$ cat src/rtl/core/bitmap_page_allocator_assert.svh
// Assertion macros used by the page allocator controller (bpa_ctrl).
// Each macro expects clk and rst_n to be in scope where it is used.
`ifndef BITMAP_PAGE_ALLOCATOR_ASSERT_SVH
`define BITMAP_PAGE_ALLOCATOR_ASSERT_SVH

// Same-cycle implication, checked out of reset
`define BPA_ASSERT_NOW(lbl, ante, cons, msg) \
  lbl: assert property (@(posedge clk) disable iff (!rst_n) (ante) |-> (cons)) else $error(msg);

// Next-cycle implication, checked out of reset
`define BPA_ASSERT_NEXT(lbl, ante, cons, msg) \
  lbl: assert property (@(posedge clk) disable iff (!rst_n) (ante) |=> (cons)) else $error(msg);

`endif

$ cat src/rtl/core/bpa_pkg.sv
// Shared types, constants and helpers for the bitmap page allocator.
// No dependencies; used by bpa_ctrl, bpa_dp and bitmap_page_allocator.
package bpa_pkg;

  // Bitmap geometry
  localparam int BLOCKS     = 256;
  localparam int WORD_W     = 32;
  localparam int WORDS      = BLOCKS / WORD_W;
  localparam int WORD_IDX_W = (WORDS > 1) ? $clog2(WORDS) : 1;
  localparam int BIT_W      = $clog2(WORD_W);
  localparam int IDX_W      = WORD_IDX_W + BIT_W;

  // Field widths
  localparam int ADDR_W     = 32;
  localparam int CNT_W      = 9;
  localparam int STATUS_W   = 2;
  localparam int CFG_IDX_W  = 2;
  localparam int PAGE_SHIFT = 12;
  localparam int PIDX_W     = ADDR_W - PAGE_SHIFT;

  // Reset values of the configuration registers
  localparam logic [ADDR_W-1:0] MEM_BASE_RST    = 32'h0010_0000;
  localparam logic [CNT_W-1:0]  BLOCK_COUNT_RST = 9'd256;

  // Configuration register indexes
  localparam logic [CFG_IDX_W-1:0] CFG_MEM_BASE    = 2'd0;
  localparam logic [CFG_IDX_W-1:0] CFG_BLOCK_COUNT = 2'd1;

  // Result status codes
  localparam logic [STATUS_W-1:0] ST_DONE      = 2'd0;
  localparam logic [STATUS_W-1:0] ST_NONE_FREE = 2'd1;
  localparam logic [STATUS_W-1:0] ST_RANGE     = 2'd2;

  // Request kinds
  localparam logic FUNC_ALLOC = 1'b0;
  localparam logic FUNC_FREE  = 1'b1;

  typedef enum logic [1:0] {
    S_IDLE,
    S_SCAN,
    S_FREE,
    S_RESULT
  } bpa_state_t;

  // Controller to datapath
  typedef struct packed {
    logic load_req;   // capture request fields, rewind scan
    logic scan_step;  // examine one bitmap word
    logic free_do;    // range-check and clear one bit
    logic out_load;   // move result into output register
  } bpa_cmd_t;

  // Datapath to controller
  typedef struct packed {
    logic scan_done;  // current word hit, or no words left in range
  } bpa_sts_t;

  // Index of the lowest set bit; zero when none set
  function automatic logic [BIT_W-1:0] lowest_set(input logic [WORD_W-1:0] v);
    logic [BIT_W-1:0] r;
    r = '0;
    for (int i = WORD_W - 1; i >= 0; i--) begin
      if (v[i]) r = BIT_W'(i);
    end
    return r;
  endfunction

endpackage

$ cat src/rtl/core/bpa_dp.sv
// Datapath of the bitmap page allocator: config registers, used-bit map,
// word scanner with priority encoder, free range check and output register.
// Depends on bpa_pkg.
module bpa_dp (
  input  logic                           clk,
  input  logic                           rst_n,
  input  bpa_pkg::bpa_cmd_t              cmd,
  output bpa_pkg::bpa_sts_t              sts,
  input  logic                           in_func,
  input  logic [bpa_pkg::ADDR_W-1:0]     in_free_address,
  input  logic                           cfg_we,
  input  logic [bpa_pkg::CFG_IDX_W-1:0]  cfg_index,
  input  logic [bpa_pkg::ADDR_W-1:0]     cfg_data,
  output logic [bpa_pkg::ADDR_W-1:0]     out_block_address,
  output logic [bpa_pkg::STATUS_W-1:0]   out_status
);

  logic [bpa_pkg::ADDR_W-1:0]     mem_base_r;
  logic [bpa_pkg::CNT_W-1:0]      block_count_r;
  logic [bpa_pkg::WORD_W-1:0]     bitmap_r [bpa_pkg::WORDS];
  logic [bpa_pkg::WORD_IDX_W-1:0] scan_word_r;
  logic                           func_r;
  logic [bpa_pkg::ADDR_W-1:0]     req_addr_r;
  logic [bpa_pkg::IDX_W-1:0]      res_idx_r;
  logic [bpa_pkg::STATUS_W-1:0]   res_status_r;
  logic [bpa_pkg::ADDR_W-1:0]     out_block_address_r;
  logic [bpa_pkg::STATUS_W-1:0]   out_status_r;

  logic [bpa_pkg::CNT_W-1:0]      act_cnt;
  logic [bpa_pkg::WORD_W-1:0]     cur_word;
  logic [bpa_pkg::WORD_W-1:0]     range_mask;
  logic [bpa_pkg::WORD_W-1:0]     cand;
  logic                           hit;
  logic [bpa_pkg::BIT_W-1:0]      hit_bit;
  logic [bpa_pkg::CNT_W:0]        next_base;
  logic                           last_word;
  logic [bpa_pkg::ADDR_W-1:0]     free_diff;
  logic [bpa_pkg::PIDX_W-1:0]     free_pidx;
  logic                           free_ok;
  logic [bpa_pkg::IDX_W-1:0]      free_idx;
  logic [bpa_pkg::ADDR_W-1:0]     res_addr;

  // Config registers
  always_ff @(posedge clk) begin
    if (!rst_n) begin
      mem_base_r    <= bpa_pkg::MEM_BASE_RST;
      block_count_r <= bpa_pkg::BLOCK_COUNT_RST;
    end else if (cfg_we) begin
      case (cfg_index)
        bpa_pkg::CFG_MEM_BASE:    mem_base_r    <= cfg_data;
        bpa_pkg::CFG_BLOCK_COUNT: block_count_r <= cfg_data[bpa_pkg::CNT_W-1:0];
        default: ;
      endcase
    end
  end

  // Active count is clamped to the bitmap size
  assign act_cnt = (block_count_r > bpa_pkg::CNT_W'(bpa_pkg::BLOCKS)) ?
                   bpa_pkg::CNT_W'(bpa_pkg::BLOCKS) : block_count_r;

  // One word per scan step: free bits below the active count
  always_comb begin
    cur_word = bitmap_r[scan_word_r];
    for (int b = 0; b < bpa_pkg::WORD_W; b++) begin
      range_mask[b] = {1'b0, scan_word_r, bpa_pkg::BIT_W'(b)} < act_cnt;
    end
    cand      = ~cur_word & range_mask;
    hit       = |cand;
    hit_bit   = bpa_pkg::lowest_set(cand);
    next_base = {2'b00, scan_word_r, {bpa_pkg::BIT_W{1'b0}}}
                + (bpa_pkg::CNT_W + 1)'(bpa_pkg::WORD_W);
    last_word = (scan_word_r == bpa_pkg::WORD_IDX_W'(bpa_pkg::WORDS - 1)) ||
                (next_base >= {1'b0, act_cnt});
  end

  assign sts.scan_done = hit || last_word;

  // Free: block index from the address offset, checked against the count
  assign free_diff = req_addr_r - mem_base_r;
  assign free_pidx = free_diff[bpa_pkg::ADDR_W-1:bpa_pkg::PAGE_SHIFT];
  assign free_ok   = free_pidx < bpa_pkg::PIDX_W'(act_cnt);
  assign free_idx  = free_pidx[bpa_pkg::IDX_W-1:0];

  // Used-bit map
  always_ff @(posedge clk) begin
    if (!rst_n) begin
      for (int w = 0; w < bpa_pkg::WORDS; w++) bitmap_r[w] <= '0;
    end else if (cmd.scan_step && hit) begin
      bitmap_r[scan_word_r][hit_bit] <= 1'b1;
    end else if (cmd.free_do && free_ok) begin
      bitmap_r[free_idx[bpa_pkg::IDX_W-1:bpa_pkg::BIT_W]]
              [free_idx[bpa_pkg::BIT_W-1:0]] <= 1'b0;
    end
  end

  // Scan word pointer
  always_ff @(posedge clk) begin
    if (!rst_n) begin
      scan_word_r <= '0;
    end else if (cmd.load_req) begin
      scan_word_r <= '0;
    end else if (cmd.scan_step) begin
      scan_word_r <= scan_word_r + bpa_pkg::WORD_IDX_W'(1);
    end
  end

  // Request capture and per-request result
  always_ff @(posedge clk) begin
    if (cmd.load_req) begin
      func_r     <= in_func;
      req_addr_r <= in_free_address;
    end
    if (cmd.scan_step) begin
      if (hit) begin
        res_idx_r    <= {scan_word_r, hit_bit};
        res_status_r <= bpa_pkg::ST_DONE;
      end else if (last_word) begin
        res_status_r <= bpa_pkg::ST_NONE_FREE;
      end
    end else if (cmd.free_do) begin
      res_status_r <= free_ok ? bpa_pkg::ST_DONE : bpa_pkg::ST_RANGE;
    end
  end

  // Block address only for a successful allocate
  assign res_addr = (func_r == bpa_pkg::FUNC_ALLOC && res_status_r == bpa_pkg::ST_DONE) ?
                    mem_base_r + {bpa_pkg::PIDX_W'(res_idx_r), {bpa_pkg::PAGE_SHIFT{1'b0}}} :
                    '0;

  // Output register
  always_ff @(posedge clk) begin
    if (cmd.out_load) begin
      out_block_address_r <= res_addr;
      out_status_r        <= res_status_r;
    end
  end

  assign out_block_address = out_block_address_r;
  assign out_status        = out_status_r;

endmodule

$ cat src/rtl/core/bpa_ctrl.sv
// Controller of the bitmap page allocator: request sequencing and the
// output valid flag. Depends on bpa_pkg and the assertion macro header.
`include "bitmap_page_allocator_assert.svh"

module bpa_ctrl (
  input  logic               clk,
  input  logic               rst_n,
  input  logic               in_valid,
  output logic               in_ready,
  input  logic               in_func,
  output logic               out_valid,
  input  logic               out_ready,
  output bpa_pkg::bpa_cmd_t  cmd,
  input  bpa_pkg::bpa_sts_t  sts
);

  bpa_pkg::bpa_state_t state_r, state_nxt;
  logic                out_valid_r, out_valid_nxt;
  logic                accept;

  assign accept = in_valid && in_ready;

  // Next state
  always_comb begin
    state_nxt = state_r;
    case (state_r)
      bpa_pkg::S_IDLE: begin
        if (in_valid) begin
          state_nxt = (in_func == bpa_pkg::FUNC_FREE) ? bpa_pkg::S_FREE : bpa_pkg::S_SCAN;
        end
      end
      bpa_pkg::S_SCAN: begin
        if (sts.scan_done) state_nxt = bpa_pkg::S_RESULT;
      end
      bpa_pkg::S_FREE:   state_nxt = bpa_pkg::S_RESULT;
      bpa_pkg::S_RESULT: begin
        if (!out_valid_r || out_ready) state_nxt = bpa_pkg::S_IDLE;
      end
      default: state_nxt = bpa_pkg::S_IDLE;
    endcase
  end

  // Outputs and commands
  always_comb begin
    in_ready = 1'b0;
    cmd      = '0;
    case (state_r)
      bpa_pkg::S_IDLE: begin
        in_ready     = 1'b1;
        cmd.load_req = in_valid;
      end
      bpa_pkg::S_SCAN:   cmd.scan_step = 1'b1;
      bpa_pkg::S_FREE:   cmd.free_do   = 1'b1;
      bpa_pkg::S_RESULT: cmd.out_load  = !out_valid_r || out_ready;
      default: ;
    endcase
  end

  // Output beat pending flag
  always_comb begin
    out_valid_nxt = out_valid_r;
    if (cmd.out_load)   out_valid_nxt = 1'b1;
    else if (out_ready) out_valid_nxt = 1'b0;
  end

  always_ff @(posedge clk) begin
    if (!rst_n) begin
      state_r     <= bpa_pkg::S_IDLE;
      out_valid_r <= 1'b0;
    end else begin
      state_r     <= state_nxt;
      out_valid_r <= out_valid_nxt;
    end
  end

  assign out_valid = out_valid_r;

  `BPA_ASSERT_NOW(a_no_overwrite, cmd.out_load, !out_valid_r || out_ready, "result overwrote a pending beat")
  `BPA_ASSERT_NEXT(a_load_shows, cmd.out_load, out_valid_r, "loaded result not presented")
  `BPA_ASSERT_NEXT(a_accept_moves, accept, state_r != bpa_pkg::S_IDLE, "accepted request not started")
  `BPA_ASSERT_NEXT(a_scan_ends, cmd.scan_step && sts.scan_done, state_r == bpa_pkg::S_RESULT, "scan end missed")

endmodule

$ cat src/rtl/core/bitmap_page_allocator.sv
// Top level of the bitmap page allocator: joins controller and datapath.
// Depends on bpa_pkg, bpa_ctrl and bpa_dp.
//
//  channel   direction  handshake              payload
//  in_       input      in_valid / in_ready    in_func, in_free_address
//  out_      output     out_valid / out_ready  out_block_address, out_status
//  cfg_      input      cfg_valid / cfg_ready  cfg_index, cfg_data
//
// Allocate: accept, then a scan of the bitmap, one 32-bit word per cycle
// through the priority encoder, up to the first free block, then result.
// Free: accept, range check and clear, result.
// Reset clears the 256-bit map and loads the default config.
// A held output beat stalls only the result step; the next request is
// accepted as soon as the previous result sits in the output register.
module bitmap_page_allocator (
  input  logic                           clk,
  input  logic                           rst_n,
  input  logic                           in_valid,
  output logic                           in_ready,
  input  logic                           in_func,
  input  logic [bpa_pkg::ADDR_W-1:0]     in_free_address,
  output logic                           out_valid,
  input  logic                           out_ready,
  output logic [bpa_pkg::ADDR_W-1:0]     out_block_address,
  output logic [bpa_pkg::STATUS_W-1:0]   out_status,
  input  logic                           cfg_valid,
  output logic                           cfg_ready,
  input  logic [bpa_pkg::CFG_IDX_W-1:0]  cfg_index,
  input  logic [bpa_pkg::ADDR_W-1:0]     cfg_data
);

  bpa_pkg::bpa_cmd_t cmd;
  bpa_pkg::bpa_sts_t sts;

  // Config writes are always taken
  assign cfg_ready = 1'b1;

  bpa_ctrl u_ctrl (
    .clk       (clk),
    .rst_n     (rst_n),
    .in_valid  (in_valid),
    .in_ready  (in_ready),
    .in_func   (in_func),
    .out_valid (out_valid),
    .out_ready (out_ready),
    .cmd       (cmd),
    .sts       (sts)
  );

  bpa_dp u_dp (
    .clk               (clk),
    .rst_n             (rst_n),
    .cmd               (cmd),
    .sts               (sts),
    .in_func           (in_func),
    .in_free_address   (in_free_address),
    .cfg_we            (cfg_valid && cfg_ready),
    .cfg_index         (cfg_index),
    .cfg_data          (cfg_data),
    .out_block_address (out_block_address),
    .out_status        (out_status)
  );

endmodule
$ cat config.mk
export PLATFORM = sky130hd
export DESIGN_NAME = bitmap_page_allocator
export DESIGN_NICKNAME = d
export VERILOG_FILES = /design/src/rtl/core/bpa_pkg.sv /design/src/rtl/core/bpa_dp.sv /design/src/rtl/core/bpa_ctrl.sv /design/src/rtl/core/bitmap_page_allocator.sv
export VERILOG_INCLUDE_DIRS = /design/src /design/src/rtl/core
export SDC_FILE = /design/constraint.sdc
export NUM_CORES = 1
export LEC_CHECK = 0
export BUFFER_PORTS_ARGS = -buffer_cell sky130_fd_sc_hd__buf_2
export CAP_MARGIN = 20
export CORE_MARGIN = 10
export CORE_UTILIZATION = 35
export CTS_CLUSTER_DIAMETER = 200
export DETAILED_ROUTE_END_ITERATION = 6
export HOLD_SLACK_MARGIN = 0.1
export PLACE_DENSITY = 0.47
export SETUP_SLACK_MARGIN = 0.2
export SYNTH_ARGS = -nofsm -noshare
export SYNTH_HDL_FRONTEND = slang
export SYNTH_SLANG_ARGS = --single-unit
export TNS_END_PERCENT = 1
$ cat constraint.sdc
create_clock -name clk -period 6.2 [get_ports clk]
set_clock_uncertainty 0.1 [all_clocks]
set_input_delay 1.24 -clock clk [delete_from_list [all_inputs] [get_ports clk]]
set_output_delay 1.24 -clock clk [all_outputs]
set_load 0.03 [all_outputs]
==> impl_results.md, run 1 <==
- Status: completed
- Area Growth Syn to Fin: 17.91%
- GR Overflow Total: 0
- Worst relative slew slack: 0.1906
- Post-Layout Inst Area: approximately 26000 µm²
- Fin cells: 3147
- Power Total: 7.278 mW
- R2R depth: 23
- Post-route core utilization: 0.4159
- Worst Path Class, Setup: flop to flop
- Core area: 62850 µm²
- Clk_lat worst skew: 600 ps
- Layout cells sized above 1: 0.1908
- Post-synth top area share: 0.4510
- WL/cell: 24.82 µm
- Pint: slightly above 5 mW
- WHS Path Cells: 2
- Flop and latch count out of synthesis: between 300 and 400
- Slew @ Worst Pin: about 1200 ps
- RSZ-0062 raised after global routing: no
- Crit path DAT: 5950 ps
- Hold Fails Final Rpt: 0
- FF-to-FF End: u_dp.bitmap_r[1][19]
- Io pins: 109
- Final min period: 5775 ps
- R2r setup slk: 420 ps
- Most area-consuming cells after synthesis: edfxtp_1 45%, nor2_1 6.1%, a21oi_1 5.6%, a22oi_1 5.4%, dfxtp_1 4.5%
- Hold buffer count at CTS: 0
- Final number of setup-violating endpoints: 0
- Cts bufs inserted: 46
- Setup_tns: 0 ps
- GRT Total Usage: 0.2031
- Tcrit/Tclk final: 0.9315
- Max Clk Rate: about 170 MHz
- CTS tree: built
- Filler instances: about 6000
- Clock sink count: 383
- Combinational Power Share: 0.221
- Clock-pin slew on the worst setup and hold paths: 60 ps
- Max_cap viols: 0
- Ys flop type: edfxtp_1
- Worst setup SP type: flop
- Hold_ws: 354.6 ps
- Sequential share of power: 0.414
- Crit path max fanout: 8
- Number of diodes: 0
- Worst hold-check path type: flop to flop
- Routability cong.: between 0.9 and 1
- Largest net degree at the start of global routing: 97
- Cell count after synthesis: 2150
- Power per cell area: 278.4 nW/µm²
- Syn Std Cell Area: 22170 µm²
- First-pass GRT wire length: 114900 µm
- Post-synth cell types: 92
- Final Net Count: 2402
- HPWL after detailed placement: 51650 µm
- Commonest non-fill, non-tap cells in the layout: 359 x nor2_1, 333 x edfxtp_1, 227 x a21oi_1
- CTS Root Cell: clkbuf_16
- Initial Util: 0.3527
- EDFF count, synth: roughly 330
- Worst reg2reg path startpoint: u_dp.req_addr_r[5]
- CP required: 6380 ps
- Max-slew violations: 0
- Area of the die: around 74000 µm²
- Antenna-violating nets left: 0
- Initial antenna violation count: 0
- Worst min-delay path endpoint: u_dp.mem_base_r[5]
- Routed vias/inst: 5.744
- NetSw: 2.224 mW
- Async S/R FF share, synth: 0
- Sw Ratio: 0.3056
- Commonest non-fill, non-tap cell in the layout: nor2_1
- Leak: 8.989 nW
- Vias in the first global route: 17770
- Post-synth net total: 2283
- Drt drc: 0
- Die height: 271.7 µm
- H-tree depth: 2
- DR iter-0 viols: 1640
- Syn Area/Cell: between 10 and 15 µm²
- Crit end category: flop
- Clock power share: 0.365
- Yosys warns: 0
- First-pass DRT Iterations: 5
- Area post-placement: 24080 µm²
- PortBufs: 107
- Max Buffers Root-to-Sink: 3
- Sequential share of the synthesized area: 0.4962
- Die Width: 271.7 µm
- Place WS: -54.27 ps
- Setup ws final: roughly 420 ps
- Hold Crit Start: u_dp.mem_base_r[5]
- Largest area contributor in the synthesized netlist: edfxtp_1
- Worst VDD drop: 0.2034 mV
- Placed cells: a little over 3000
- Via Count: 18080
- Routed WL: 78110 µm
- Site Rows: 92
-- cell families (layout without fill, tap and decap cells) --
family / count (synthesis) / count (layout) / share of synthesized area
multiplexers: 126 / 126 / 0.07359
buffers and inverters: 235 / 384 / 0.05249
XOR/XNOR: 27 / 27 / 0.01067
other: 1 / 1 / 0.0001691
AND/OR/NAND/NOR: 684 / 684 / 0.1409
adder cells (fa/ha/maj): 61 / 61 / 0.03476
AO/OA/AOI/OAI: 633 / 635 / 0.1912
flip-flops: 383 / 383 / 0.4962
-- synthesized netlist by cell type (16+ instances only) --
cell type and count:
ha_1 60, nor3_1 38, o21ai_0 51, a21oi_1 249
a21o_1 16, inv_1 60, clkbuf_1 71, mux4_2 29
nand2_1 139, buf_2 51, xnor2_1 21, dfxtp_1 50
mux2i_1 91, nand3_1 32, a22oi_1 160, nor2_1 360
edfxtp_1 333, buf_4 40
-- flip-flops by register name (all words and copies together) (netlist names), named ones only --
name / flops
u_dp.req_addr_r: 32
u_ctrl.state_r: 2
u_dp.block_count_r: 9
u_ctrl.out_valid: 1
u_dp.mem_base_r: 32
u_dp.out_block_address: 32
u_dp.func_r: 1
u_dp.bitmap_r: 256
u_dp.out_status: 2
u_dp.scan_word_r: 3
u_dp.res_idx_r: 8
u_dp.res_status_r: 2
-- how the worst max path moves through the flow --
stage,start,end,cells after the start
after floorplan,u_dp.req_addr_r[5],u_dp.bitmap_r[2][2],22
after global placement,u_dp.req_addr_r[5],u_dp.bitmap_r[7][6],21
after detailed placement,u_dp.req_addr_r[5],u_dp.bitmap_r[6][23],22
after CTS,u_dp.req_addr_r[5],u_dp.bitmap_r[6][23],22
after global routing,u_dp.req_addr_r[5],u_dp.bitmap_r[2][1],24
final,u_dp.req_addr_r[5],u_dp.bitmap_r[1][19],23
-- repair_timing --
action	CTS	global route
gates cloned	1	4
setup endpoints to repair	512	512
setup buffers	5	19
pin swaps	4	16
resized for setup	8	57
-- power groups by stage --
stage               combinational [mW]  sequential, mW  clock (mW)
finish                            1.61            3.01        2.66
CTS                               1.50            3.01        2.72
global route                      1.74            3.02        2.82
floorplan                        0.944            3.06           0
detailed placement                1.49            3.07           0
global placement                  1.48            3.06           0
-- per-layer routing --
layer  vias to the layer above  wire (µm)  track usage
li1                       8302          -            -
met2                       675      38230       0.3450
met5                         -          0            0
met4                         0       2514      0.07208
met1                      8960      32310       0.2586
met3                       140       5057      0.03130
-- critical path, stage by stage (launching register included) --
cell and delay, ps:
edfxtp_1 420, ha_4 270, a2111oi_4 400, nand2_1 140
a41o_4 300, a211oi_4 270, buf_4 150, or2_4 130
xor2_4 180, inv_2 90, ha_4 240, nand3_2 70
a21oi_1 50, a21oi_1 160, o311ai_1 110, or4b_1 580
a2111oi_4 360, nand4_4 180, buf_12 180, nor4_4 300
buf_6 220, a22oi_2 130, buf_6 230, a22oi_1 210
-- final cells by class --
| type | instances | area [µm²] | share of cell area |
|---|---|---|---|
| multi-input combinational | 1534 | 10410 | 0.3982 |
| clock inverter | 23 | 235.2 | 0.008999 |
| tap | 846 | 1059 | 0.04049 |
| timing repair buffer | 241 | 1981 | 0.07577 |
| clock buffer | 57 | 1214 | 0.04643 |
| sequential | 383 | 11010 | 0.4210 |
| inverter | 63 | 236.5 | 0.009047 |
Power figures use the tool's default switching activity.
==> inputs of run 2 (changes only) <==
--- a/config.mk
+++ b/config.mk
@@ -6,6 +6,7 @@
 export SDC_FILE = /design/constraint.sdc
 export NUM_CORES = 1
 export LEC_CHECK = 0
+export ABC_CLOCK_PERIOD_IN_PS = 6200
 export BUFFER_PORTS_ARGS = -buffer_cell sky130_fd_sc_hd__buf_2
 export CAP_MARGIN = 20
 export CORE_MARGIN = 10
@@ -13,7 +14,7 @@
 export CTS_CLUSTER_DIAMETER = 200
 export DETAILED_ROUTE_END_ITERATION = 6
 export HOLD_SLACK_MARGIN = 0.1
-export PLACE_DENSITY = 0.47
+export PLACE_DENSITY = 0.62
 export SETUP_SLACK_MARGIN = 0.2
 export SYNTH_ARGS = -nofsm -noshare
 export SYNTH_HDL_FRONTEND = slang
==> constraint.sdc (replaced) <==
create_clock -name clk -period 6.2 [get_ports clk]
set_clock_uncertainty 0.1 [all_clocks]
set_input_delay 1.24 -clock clk [delete_from_list [all_inputs] [get_ports clk]]
set_output_delay 1.24 -clock clk [all_outputs]
set_load 0.05 [all_outputs]
==> impl_results.md, run 2 (synthesis results as in run 1) <==
- Max-slew violations: 0 (unchanged)
- Final number of setup-violating endpoints: 0 (unchanged)
- Slew @ Worst Pin: 1211 ps (was 1214 ps)
- Max_cap viols: 0 (unchanged)
- Crit path max fanout: 13 (was 8)
- Setup_tns: 0 ps (unchanged)
- Post-Layout Inst Area: 25570 µm² (was 26140 µm²)
- H-tree depth: 2 (unchanged)
- FF-to-FF End: u_dp.bitmap_r[2][12] (was u_dp.bitmap_r[1][19])
- Die Width: 271.7 µm (unchanged)
- Worst setup SP type: flop (unchanged)
- Drt drc: 0 (unchanged)
- Vias in the first global route: 17640 (was 17770)
- CP required: 6360 ps (was 6380 ps)
- GR Overflow Total: 0 (unchanged)
- Core area: 62850 µm² (unchanged)
- DR iter-0 viols: 2137 (was 1640)
- Area of the die: 73810 µm² (unchanged)
- Worst path slowest cell: or4b_1 (unchanged)
- GRT Total Usage: 0.1854 (was 0.2031)
- Routed vias/inst: 5.828 (was 5.744)
- CTS tree: built (unchanged)
- Crit end category: flop (unchanged)
- Power per cell area: 278.3 nW/µm² (was 278.4 nW/µm²)
- Number of diodes: 0 (unchanged)
- Antenna-violating nets left: 0 (unchanged)
- Combinational Power Share: 0.211 (was 0.221)
- Worst min-delay path endpoint: u_dp.mem_base_r[22] (was u_dp.mem_base_r[5])
- Area Growth Syn to Fin: 15.33% (was 17.91%)
- First-pass GRT wire length: 107100 µm (was 114900 µm)
- Final Net Count: 2385 (was 2402)
- Die height: 271.7 µm (unchanged)
- Fin cells: 3132 (was 3147)
- Area post-placement: 23920 µm² (was 24080 µm²)
- Hold buffer count at CTS: 0 (unchanged)
- Slowest stage delay, CP: 530 ps (was 580 ps)
- Clk_lat worst skew: 570 ps (was 600 ps)
- Leak: 8.805 nW (was 8.989 nW)
- Worst reg2reg path startpoint: u_dp.req_addr_r[5] (unchanged)
- Biggest register: u_dp.bitmap_r (unchanged)
- Routed WL: 71500 µm (was 78110 µm)
- CP Cell Sequence: ha_1, a2111oi_4, nand2_1, a41o_1, a211oi_1, buf_4, or2_2, xor2_1, inv_1, ha_1, nand3_1, a21oi_1, a21oi_1, o311ai_0, or4b_1, a2111oi_4, nand4_4, nor4_4, buf_6, buf_4, a221oi_2, buf_4, a21oi_1 (was ha_4, a2111oi_4, nand2_1, a41o_4, a211oi_4, buf_4, or2_4, xor2_4, inv_2, ha_4, nand3_2, a21oi_1, a21oi_1, o311ai_1, or4b_1, a2111oi_4, nand4_4, buf_12, nor4_4, buf_6, a22oi_2, buf_6, a22oi_1)
- Worst Path Class, Setup: flop to flop (unchanged)
- Initial Util: 0.3527 (unchanged)
- Commonest non-fill, non-tap cell in the layout: nor2_1 (unchanged)
- Max Clk Rate: 173.0 MHz (was 173.1 MHz)
- Via Count: 18250 (was 18080)
- RSZ-0062 raised after global routing: yes (was no)
- Crit path DAT: 5940 ps (was 5950 ps)
- Status: completed (unchanged)
- Max reg flops: 256 (unchanged)
- CTS Root Cell: clkbuf_16 (unchanged)
- Routability cong.: 0.9633 (was 0.9570)
- Largest net degree at the start of global routing: 62 (was 97)
- Placed cells: 3035 (unchanged)
- Final min period: 5779 ps (was 5775 ps)
- Layout cells sized above 1: 0.1754 (was 0.1908)
- Tcrit/Tclk final: 0.9322 (was 0.9315)
- Pint: 4.963 mW (was 5.054 mW)
- Clock-pin slew on the worst setup and hold paths: 60 ps (about the same)
- R2R depth: 23 (unchanged)
- NetSw: 2.154 mW (was 2.224 mW)
- Worst relative slew slack: 0.1925 (was 0.1906)
- Max Buffers Root-to-Sink: 3 (unchanged)
- Cts bufs inserted: 45 (was 46)
- Worst hold-check path type: flop to flop (unchanged)
- Clock sink count: 383 (unchanged)
- WL/cell: 22.83 µm (was 24.82 µm)
- Initial antenna violation count: 1 (was 0)
- Sequential share of power: 0.424 (was 0.414)
- Clock power share: 0.365 (about the same)
- PortBufs: 107 (unchanged)
- Sw Ratio: 0.3026 (was 0.3056)
- Site Rows: 92 (unchanged)
- Commonest non-fill, non-tap cells in the layout: 359 x nor2_1, 333 x edfxtp_1, 241 x a21oi_1 (was 359 x nor2_1, 333 x edfxtp_1, 227 x a21oi_1)
- WHS Path Cells: 2 (unchanged)
- HPWL after detailed placement: 49520 µm (was 51650 µm)
- Hold Crit Start: u_dp.mem_base_r[22] (was u_dp.mem_base_r[5])
- Io pins: 109 (unchanged)
- First-pass DRT Iterations: 7 (was 5)
- Hold Fails Final Rpt: 0 (unchanged)
- Worst VDD drop: 0.1742 mV (was 0.2034 mV)
- R2r setup slk: 420 ps (about the same)
==> run 2: cell types whose count changed in the layout (fill, tap and decap cells not counted), sizes merged <==
cell	before	now
a22oi	167	165
buf	239	226
bufinv	4	3
clkinv	15	16
clkbuf	59	60
inv	66	64
clkdlybuf4s15	0	1
==> run 2: area by class of cell <==
class,instances,area (µm²)
fillers,6082,37280
flip-flops and latches,383,11010
multi-input cells,1532,10200
repair buffers,227,1635
clock buffers,60,1234
well taps,846,1059
inverters,63,236.5
clock inverters,21,198.9
==> run 2: what timing repair did <==
action,4_1_cts,5_1_grt
cloned,0,1
buffers inserted,0,12
endpoints found under the hold margin,0,0
gates resized for setup,1,17
endpoints found under the setup margin,25,507
pin swaps,0,6
==> run 2: power by group through the flow <==
stage                     combinational [mW]  clock [mW]  sequential, mW
final                                   1.50        2.60            3.02
after global routing                    1.62        2.74            3.03
after CTS                               1.46        2.64            3.02
after detailed placement                1.45           0            3.07
after global placement                  1.43           0            3.06
after floorplan                        0.949           0            3.07
==> run 2: worst max-delay path by stage <==
| stage | startpoint | endpoint | slack (ps) |
|---|---|---|---|
| 3_3_place_gp | u_dp.req_addr_r[5] | u_dp.bitmap_r[4][27] | 300 |
| 5_1_grt | u_dp.mem_base_r[5] | u_dp.bitmap_r[5][25] | 140 |
| 3_5_place_dp | u_dp.req_addr_r[5] | u_dp.bitmap_r[5][27] | 140 |
| 4_1_cts | u_dp.req_addr_r[5] | u_dp.bitmap_r[0][19] | 140 |
| 2_1_floorplan | u_dp.req_addr_r[5] | u_dp.bitmap_r[2][2] | 680 |
| 6_report | u_dp.req_addr_r[5] | u_dp.bitmap_r[2][12] | 420 |
==> run 2: through the flow <==
step	util	hold WS (ps)	worst slack, ps	total power, mW
2_1_floorplan	-	336.3	684.6	4.017
3_3_place_gp	0.3805	347.6	302.0	4.495
3_5_place_dp	0.3806	349.2	135.4	4.521
4_1_cts	0.4034	357.0	143.8	7.117
5_1_grt	0.4068	376.2	142.7	7.378
6_report	0.4068	355.8	420.6	7.117
==> run 2: routing by layer <==
metal	vias to the layer above	wire length [µm]	GRT usage
li1	8265	-	-
met1	8987	29280	0.2382
met2	868	34120	0.3127
met3	132	6237	0.03438
met4	2	1847	0.05541
met5	-	13	0
==> run 2: worst max-delay path: cells and delay by family (launching register included) <==
kind                     cells  cell delay (ps)
buffers and inverters        5              880
flip-flops                   1              370
AND/OR/NAND/NOR              6             1470
AO/OA/AOI/OAI                9             1690
XOR/XNOR                     1              250
adder cells (fa/ha/maj)      2              710
